## src/rtl/pid_sq_pkg.sv

```systemverilog
package pid_sq_pkg;

    // shared multiplier: signed 33 x 25 -> 58
    localparam int MUL_A_W = 33;
    localparam int MUL_B_W = 25;
    localparam int PROD_W  = MUL_A_W + MUL_B_W;

    localparam int ERR_W   = 32;
    localparam int TERM_W  = PROD_W - 16;     // P or D after the Q16 shift
    localparam int ACC_W   = TERM_W + 1;      // P + D
    localparam int INC_W   = PROD_W - 17;     // integral increment
    localparam int DRIVE_W = 25;
    localparam int DUTY_W  = 12;

    localparam int PADDR_W = 5;
    localparam int PDATA_W = 32;

    typedef enum logic [2:0] {
        REG_PROP_GAIN    = 3'd0,
        REG_INTEG_GAIN   = 3'd1,
        REG_DERIV_GAIN   = 3'd2,
        REG_ADC_ZERO     = 3'd3,
        REG_ADC_SCALE    = 3'd4,
        REG_DRIVE_LIMIT  = 3'd5,
        REG_DUTY_SCALE   = 3'd6,
        REG_HALF_PERIOD  = 3'd7
    } pid_sq_reg_t;

    typedef struct packed {
        logic [23:0] prop_gain;
        logic [23:0] integ_gain_dt;
        logic [23:0] deriv_gain_per_dt;
        logic [11:0] adc_zero;
        logic [23:0] adc_scale;
        logic [23:0] drive_limit;
        logic [7:0]  duty_scale;
        logic [15:0] ref_half_period;
    } pid_sq_cfg_t;

    localparam pid_sq_cfg_t CFG_RESET = '{
        prop_gain:         24'd983040,
        integ_gain_dt:     24'd39322,
        deriv_gain_per_dt: 24'd327680,
        adc_zero:          12'd2048,
        adc_scale:         24'd16388,
        drive_limit:       24'd1638400,
        duty_scale:        8'd6,
        ref_half_period:   16'd100
    };

endpackage

```

## src/rtl/pid_sq_cfg.sv

```systemverilog
module pid_sq_cfg (
    input  logic                               clk,
    input  logic                               rst_n,
    input  logic                               psel,
    input  logic                               penable,
    input  logic                               pwrite,
    input  logic [pid_sq_pkg::PADDR_W-1:0]     paddr,
    input  logic [pid_sq_pkg::PDATA_W-1:0]     pwdata,
    output logic [pid_sq_pkg::PDATA_W-1:0]     prdata,
    output logic                               pready,
    output pid_sq_pkg::pid_sq_cfg_t            cfg
);
    import pid_sq_pkg::*;

    pid_sq_cfg_t cfg_reg;
    pid_sq_reg_t reg_idx;

    assign reg_idx = pid_sq_reg_t'(paddr[PADDR_W-1:2]);
    assign pready  = 1'b1;
    assign cfg     = cfg_reg;

    always_ff @(posedge clk or negedge rst_n)
    begin
        if (!rst_n)
        begin
            cfg_reg <= CFG_RESET;
        end
        else if (psel && penable && pwrite)
        begin
            unique case (reg_idx)
                REG_PROP_GAIN:   cfg_reg.prop_gain         <= pwdata[23:0];
                REG_INTEG_GAIN:  cfg_reg.integ_gain_dt     <= pwdata[23:0];
                REG_DERIV_GAIN:  cfg_reg.deriv_gain_per_dt <= pwdata[23:0];
                REG_ADC_ZERO:    cfg_reg.adc_zero          <= pwdata[11:0];
                REG_ADC_SCALE:   cfg_reg.adc_scale         <= pwdata[23:0];
                REG_DRIVE_LIMIT: cfg_reg.drive_limit       <= pwdata[23:0];
                REG_DUTY_SCALE:  cfg_reg.duty_scale        <= pwdata[7:0];
                REG_HALF_PERIOD: cfg_reg.ref_half_period   <= pwdata[15:0];
            endcase
        end
    end

    always_comb
    begin
        unique case (reg_idx)
            REG_PROP_GAIN:   prdata = {8'd0, cfg_reg.prop_gain};
            REG_INTEG_GAIN:  prdata = {8'd0, cfg_reg.integ_gain_dt};
            REG_DERIV_GAIN:  prdata = {8'd0, cfg_reg.deriv_gain_per_dt};
            REG_ADC_ZERO:    prdata = {20'd0, cfg_reg.adc_zero};
            REG_ADC_SCALE:   prdata = {8'd0, cfg_reg.adc_scale};
            REG_DRIVE_LIMIT: prdata = {8'd0, cfg_reg.drive_limit};
            REG_DUTY_SCALE:  prdata = {24'd0, cfg_reg.duty_scale};
            REG_HALF_PERIOD: prdata = {16'd0, cfg_reg.ref_half_period};
        endcase
    end

endmodule

```

## config.mk

```make
export PLATFORM = sky130hd
export DESIGN_NAME = pid_sq_cfg
export DESIGN_NICKNAME = d
export VERILOG_FILES = /design/src/rtl/pid_sq_pkg.sv /design/src/rtl/pid_sq_cfg.sv
export SDC_FILE = /design/constraint.sdc
export NUM_CORES = 1
export LEC_CHECK = 0
export ABC_AREA = 1
export BUFFER_PORTS_ARGS = -buffer_cell sky130_fd_sc_hd__buf_2
export CORE_UTILIZATION = 46
export DETAILED_ROUTE_END_ITERATION = 10
export HOLD_SLACK_MARGIN = 0.06
export PLACE_DENSITY = 0.76
export SYNTH_ARGS = -nofsm -noshare
export SYNTH_HDL_FRONTEND = slang
export SYNTH_SLANG_ARGS = --single-unit
```

## constraint.sdc

```tcl
create_clock -name clk -period 1.2 [get_ports clk]
set_clock_uncertainty 0.15 [all_clocks]
set_input_delay 0 -clock clk [delete_from_list [all_inputs] [get_ports clk]]
set_output_delay 0 -clock clk [all_outputs]
set_load 0.01 [all_outputs]
```

==> flow_metrics.env, run 1 <==
export IMPL_status="finished, violations left"
export IMPL_violations="hold timing, setup timing"
export IMPL_wl_per_cell_um=17.1
export IMPL_crit_path_max_fanout=2
export IMPL_syn_avg_cell_area_um2=8.20
export IMPL_slew_viol_final=0
export IMPL_preCtsSetupSlack_ps=-193
export IMPL_clkPwrFrac_pct=28.5
export IMPL_clockBufferDepth=2
export IMPL_initial_utilization_pct=47.2
export IMPL_yosys_cell_types_count=23
export IMPL_area_growth_pct=51.3
export IMPL_fin_nets=1246
export IMPL_final_antenna_net_count=0
export IMPL_rr_startpoint="cfg[62]$_DFFE_PN1P_"
export IMPL_grt_max_degree=37
export IMPL_period_needed_ps=1540
export IMPL_placed_cell_area_um2=8960
export IMPL_synth_area_um2=7200
export IMPL_clk_pin_slew_worst_paths_ps=60
export IMPL_swShare_pct=31.7
export IMPL_antenna_found_initial=1
export IMPL_finalCritPeriodShare_pct=129
export IMPL_grt_overflow=0
export IMPL_gp_congestion=0.870
export IMPL_yosysMostFrequentCell="nand2_1"
export IMPL_p_total_mw=18.3
export IMPL_via_per_inst=5.35
export IMPL_postSynthCellCount=878
export IMPL_io_pins=231
export IMPL_rrSetupSlack_ps=0
export IMPL_synth_edff_count=0
export IMPL_crit_path_end_kind="primary output"
export IMPL_dieArea_um2=16200
export IMPL_cts_buffers=17
export IMPL_clk_latency_ps=420
export IMPL_p_per_area_nw_per_um2=1680
export IMPL_cts_max_level=4
export IMPL_route_detailed_drc=0
export IMPL_synthTopCellsByCount="nand2_1, dfrtp_1, nor2_1, o21ai_0, nand4_1"
export IMPL_rsz0062_at_grt="yes"
export IMPL_vdd_drop_max_mv=1.01
export IMPL_async_flop_share_pct=100
export IMPL_rows=45
export IMPL_reg2reg_depth=5
export IMPL_cp_start_kind="register"
export IMPL_synthTopCellsByArea="dfrtp_1, nand2_1, dfstp_2, o21ai_0, nand4_1"
export IMPL_fmax_mhz=648
export IMPL_synth_flop_cell="dfrtp_1"
export IMPL_root_buffer="clkbuf_16"
export IMPL_p_comb_share_pct=31.1
export IMPL_fin_ws_ps=-342
export IMPL_layout_drive_gt1_share_pct=35.7
export IMPL_crit_arrival_ps=1390
export IMPL_grt_pass1_wl_um=37500
export IMPL_grt_pass1_vias=7268
export IMPL_crit_type="register to primary output"
export IMPL_fin_area_um2=10900
export IMPL_hold_ws_ps=-93.0
export IMPL_yosys_warnings=0
export IMPL_routed_wl_um=24500
export IMPL_yosysTopAreaCell="dfrtp_1"
export IMPL_power_switching_mw=5.80
export IMPL_max_cap_violations=0
export IMPL_num_vias=7649
export IMPL_dr_first_iter_drc_count=644
export IMPL_synth_seq_area_share_pct=54.6
export IMPL_ys_seq_elements=156
export IMPL_dp_final_hpwl_um=15500
export IMPL_grt_use_total_pct=30.4
export IMPL_power_frac_seq_pct=40.4
export IMPL_die_x_um=127
export IMPL_p_leak_nw=5.60
export IMPL_holdCritPathClass="input port to asynchronous set/reset pin"
export IMPL_cts_tree="done"
export IMPL_drt_pass1_iterations=5
export IMPL_cts_hold_buf=25
export IMPL_die_h_um=127
export IMPL_rr_endpoint="cfg[62]$_DFFE_PN1P_"
export IMPL_clock_sinks=156
export IMPL_finalHoldViolCount=25
export IMPL_largest_reg_flops=156
export IMPL_port_buffers=211
export IMPL_p_int_mw=12.5
export IMPL_core_um2=15300
export IMPL_finalSetupViolations=74
export IMPL_synth_top_area_share_pct=45.5
export IMPL_cp_data_required_time_ps=1050
-- cell families after synthesis --
group,share of synthesized area [%]
other,0.104
AO/OA/AOI/OAI,11.4
flip-flops,54.6
AND/OR/NAND/NOR,26.2
buffers and inverters,7.64
-- per-layer routing --
metal	up-vias	global-route usage [%]	part of all wire (%)
met5	-	0	0
met4	0	14.1	2.9
met3	54	7.12	7.8
met2	399	48.6	48
met1	3654	39.3	41
li1	3542	-	-
-- final cells by class --
| class | instances | area [um2] |
|---|---|---|
| fillers | 1120 | 4360 |
| flip-flops and latches | 156 | 3940 |
| repair buffers | 369 | 3080 |
| multi-input cells | 603 | 2830 |
| clock buffers | 19 | 443 |
| well taps | 211 | 264 |
| inverters | 57 | 219 |
| clock inverters | 13 | 125 |
| diodes | 1 | 2.50 |
-- worst max-delay path: stages, from the launching register on --
cell and delay (ps):
dfstp_2 540, inv_1 60, o21ai_2 140, nor2_1 60
nand2_1 50, buf_2 120
-- how the worst max path moves through the flow --
stage	start	to	slack, ps	cells past startpoint
CTS	cfg[6]$_DFFE_PN1P_	prdata[6]	-330	5
global placement	paddr[4]	prdata[16]	-180	7
global route	cfg[62]$_DFFE_PN1P_	prdata[14]	-410	5
floorplan	paddr[2]	cfg[101]$_DFFE_PN0P_	-4	7
finish	cfg[40]$_DFFE_PN1P_	prdata[16]	-340	5
detailed placement	paddr[4]	prdata[16]	-190	7
-- per-stage QoR --
step | TNS [ps] | util, % | instances | hold slack, ps
finish | -9810 | 71.4 | 1429 | -93.0
global route | -13570 | 71.4 | 1428 | -80.7
CTS | -9350 | 68.8 | 1402 | -94.6
detailed placement | -21900 | 58.7 | 1303 | -216
global placement | -15520 | 58.7 | 1303 | -216
floorplan | -44.1 | - | 885 | -446
-- cell usage in the layout (no fill, tap or decap), types with 2 or more instances in the layout --
master,synthesis,layout
a21oi_1,40,40
buf_12,0,16
buf_2,26,151
buf_4,12,63
buf_6,0,113
bufinv_16,0,2
clkbuf_16,0,17
clkinv_2,0,7
clkinvlp_4,0,4
conb_1,2,9
dfrtp_1,131,131
dfstp_2,25,25
dlygate4sd3_1,0,25
inv_1,53,48
inv_2,4,7
inv_4,0,2
nand2_1,216,213
nand2_2,1,4
nand3_1,38,35
nand3_2,3,4
nand3_4,0,2
nand3b_1,4,4
nand4_1,64,64
nor2_1,99,91
nor2_2,1,6
nor2_4,0,3
nor3_4,2,2
o21ai_0,87,79
o21ai_1,37,41
o21ai_2,0,4
-- power by group through the flow --
| stage | sequential (mW) | combinational [mW] | clock [mW] |
|---|---|---|---|
| 2_1_floorplan | 7.79 | 1.49 | 0 |
| 4_1_cts | 7.32 | 5.08 | 5.25 |
| 3_3_place_gp | 7.42 | 3.83 | 0 |
| 6_report | 7.39 | 5.69 | 5.22 |
| 3_5_place_dp | 7.43 | 3.94 | 0 |
| 5_1_grt | 7.51 | 6.20 | 5.48 |
-- what timing repair did --
| action | CTS | global route |
|---|---|---|
| setup buffers | 42 | 43 |
| endpoints found under the hold margin | 312 | 25 |
| pin swaps | 42 | 34 |
| gates resized for setup | 89 | 66 |
| setup endpoints to repair | 51 | 80 |
No activity file was read; power rests on OpenSTA's default activity.
==> run 2: changes to the inputs <==
- CORE_UTILIZATION: 46 -> 55
- PLACE_DENSITY: 0.76 -> 0.85
- clock period: 1.2 -> 1.8 ns (I/O delays scaled with it)
==> flow_metrics.env, run 2 (synthesized netlist as in run 1, its figures left out) <==
export IMPL_finalCritPeriodShare_pct=87.5
export IMPL_grt_use_total_pct=34.8
export IMPL_clk_pin_slew_worst_paths_ps=60
export IMPL_crit_type="register to primary output"
export IMPL_grt_pass1_vias=6945
export IMPL_clockBufferDepth=2
export IMPL_cts_buffers=17
export IMPL_grt_max_degree=52
export IMPL_grt_pass1_wl_um=35100
export IMPL_root_buffer="clkbuf_16"
export IMPL_cts_setup_buffers=0
export IMPL_holdCritPathClass="input port to register"
export IMPL_dr_first_iter_drc_count=859
export IMPL_fin_ws_ps=225
export IMPL_cts_resized_gates=0
export IMPL_hold_depth=7
export IMPL_routed_wl_um=22400
export IMPL_via_per_inst=5.59
export IMPL_gp_congestion=0.806
export IMPL_cts_max_level=4
export IMPL_layout_drive_gt1_share_pct=28.5
export IMPL_period_needed_ps=1580
export IMPL_fillers=960
export IMPL_rsz0062_at_grt="no"
export IMPL_largest_reg_flops=156
export IMPL_p_leak_nw=4.94
export IMPL_crit_path_end_kind="primary output"
export IMPL_max_cap_violations=0
export IMPL_setup_tns_final_ps=0
export IMPL_die_h_um=116
export IMPL_dp_final_hpwl_um=14400
export IMPL_clock_sinks=156
export IMPL_route_detailed_drc=0
export IMPL_fmax_mhz=635
export IMPL_io_pins=231
export IMPL_finalHoldViolCount=0
export IMPL_clkPwrFrac_pct=34.8
export IMPL_swShare_pct=31.0
export IMPL_preCtsSetupSlack_ps=198
export IMPL_p_int_mw=7.98
export IMPL_power_switching_mw=3.58
export IMPL_power_frac_seq_pct=42.4
export IMPL_wl_per_cell_um=17.3
export IMPL_final_common_cell="nand2_1"
export IMPL_cp_data_required_time_ps=1650
export IMPL_slew_viol_final=0
export IMPL_p_per_area_nw_per_um2=1230
export IMPL_dieArea_um2=13600
export IMPL_clk_latency_ps=420
export IMPL_core_um2=12700
export IMPL_num_vias=7240
export IMPL_layout_common_cells="nand2_1, buf_2, dfrtp_1"
export IMPL_finalSetupViolations=0
export IMPL_crit_arrival_ps=1430
export IMPL_crit_path_max_fanout=3
export IMPL_cts_tree="done"
export IMPL_initial_utilization_pct=56.8
export IMPL_die_x_um=116
export IMPL_drt_pass1_iterations=7
export IMPL_p_comb_share_pct=22.8
export IMPL_grt_overflow=0
export IMPL_status="finished, final reports clean"
export IMPL_rows=41
export IMPL_reg2reg_depth=2
export IMPL_port_buffers=211
export IMPL_antenna_found_initial=0
export IMPL_final_antenna_net_count=0
export IMPL_fin_nets=1151
export IMPL_area_growth_pct=30.9
export IMPL_vdd_drop_max_mv=0.661
export IMPL_cp_start_kind="register"
-- run 2: through the flow --
stage	hold slack, ps	util [%]	total power, mW	cell area, um2	std cells
2_1_floorplan	-446	-	6.18	7230	885
3_3_place_gp	-209	67.0	7.38	8500	1236
3_5_place_dp	-212	67.0	7.48	8500	1236
4_1_cts	147	74.4	11.5	9430	1294
5_1_grt	190	74.4	12.1	9430	1294
6_report	165	74.4	11.6	9430	1295
-- run 2: path summary, 6_finish.rpt --
kind	to	startpoint	slack, ps
max in group asynchronous	cfg[151]$_DFFE_PN1P_	rst_n	310
max	prdata[6]	cfg[6]$_DFFE_PN1P_	220
max reg2reg	cfg[18]$_DFFE_PN1P_	cfg[18]$_DFFE_PN1P_	810
min reg2reg	cfg[5]$_DFFE_PN1P_	cfg[5]$_DFFE_PN1P_	340
min	cfg[17]$_DFFE_PN1P_	penable	170
min in group asynchronous	cfg[22]$_DFFE_PN0P_	rst_n	430
-- run 2: power groups by stage --
| stage | clock (mW) | sequential, mW | combinational, mW |
|---|---|---|---|
| 6_report | 4.03 | 4.90 | 2.64 |
| 5_1_grt | 4.18 | 4.98 | 2.95 |
| 4_1_cts | 4.03 | 4.88 | 2.63 |
| 3_5_place_dp | 0 | 4.92 | 2.55 |
| 3_3_place_gp | 0 | 4.90 | 2.48 |
| 2_1_floorplan | 0 | 5.19 | 0.986 |
-- run 2: repair_timing --
action,in CTS,in global routing
hold endpoints to repair,306,0
setup endpoints to repair,0,0
hold buffers,26,0
-- run 2: layer usage --
metal / part of all wire (%) / global-route usage, % / up-vias
li1: - / - / 3350
met1: 39 / 43.8 / 3373
met2: 48 / 56.6 / 441
met3: 9.8 / 8.10 / 76
met4: 3.4 / 17.2 / 0
met5: 0 / 0 / -
-- run 2: cell type report --
| cell class | instances | area [um2] | share of cell area (%) |
|---|---|---|---|
| sequential | 156 | 3940 | 41.7 |
| multi-input combinational | 603 | 2770 | 29.3 |
| timing repair buffer | 274 | 1630 | 17.2 |
| clock buffer | 22 | 484 | 5.14 |
| tap | 172 | 215 | 2.28 |
| inverter | 57 | 214 | 2.27 |
| clock inverter | 10 | 185 | 1.96 |
| antenna | 1 | 2.50 | 0.0265 |
-- run 2: critical path, stage by stage, from the launching register on --
cell and delay, ps:
dfstp_2 560, nand4_1 100, nand2_1 80, nor2_1 70, nand3_1 70, buf_2 130
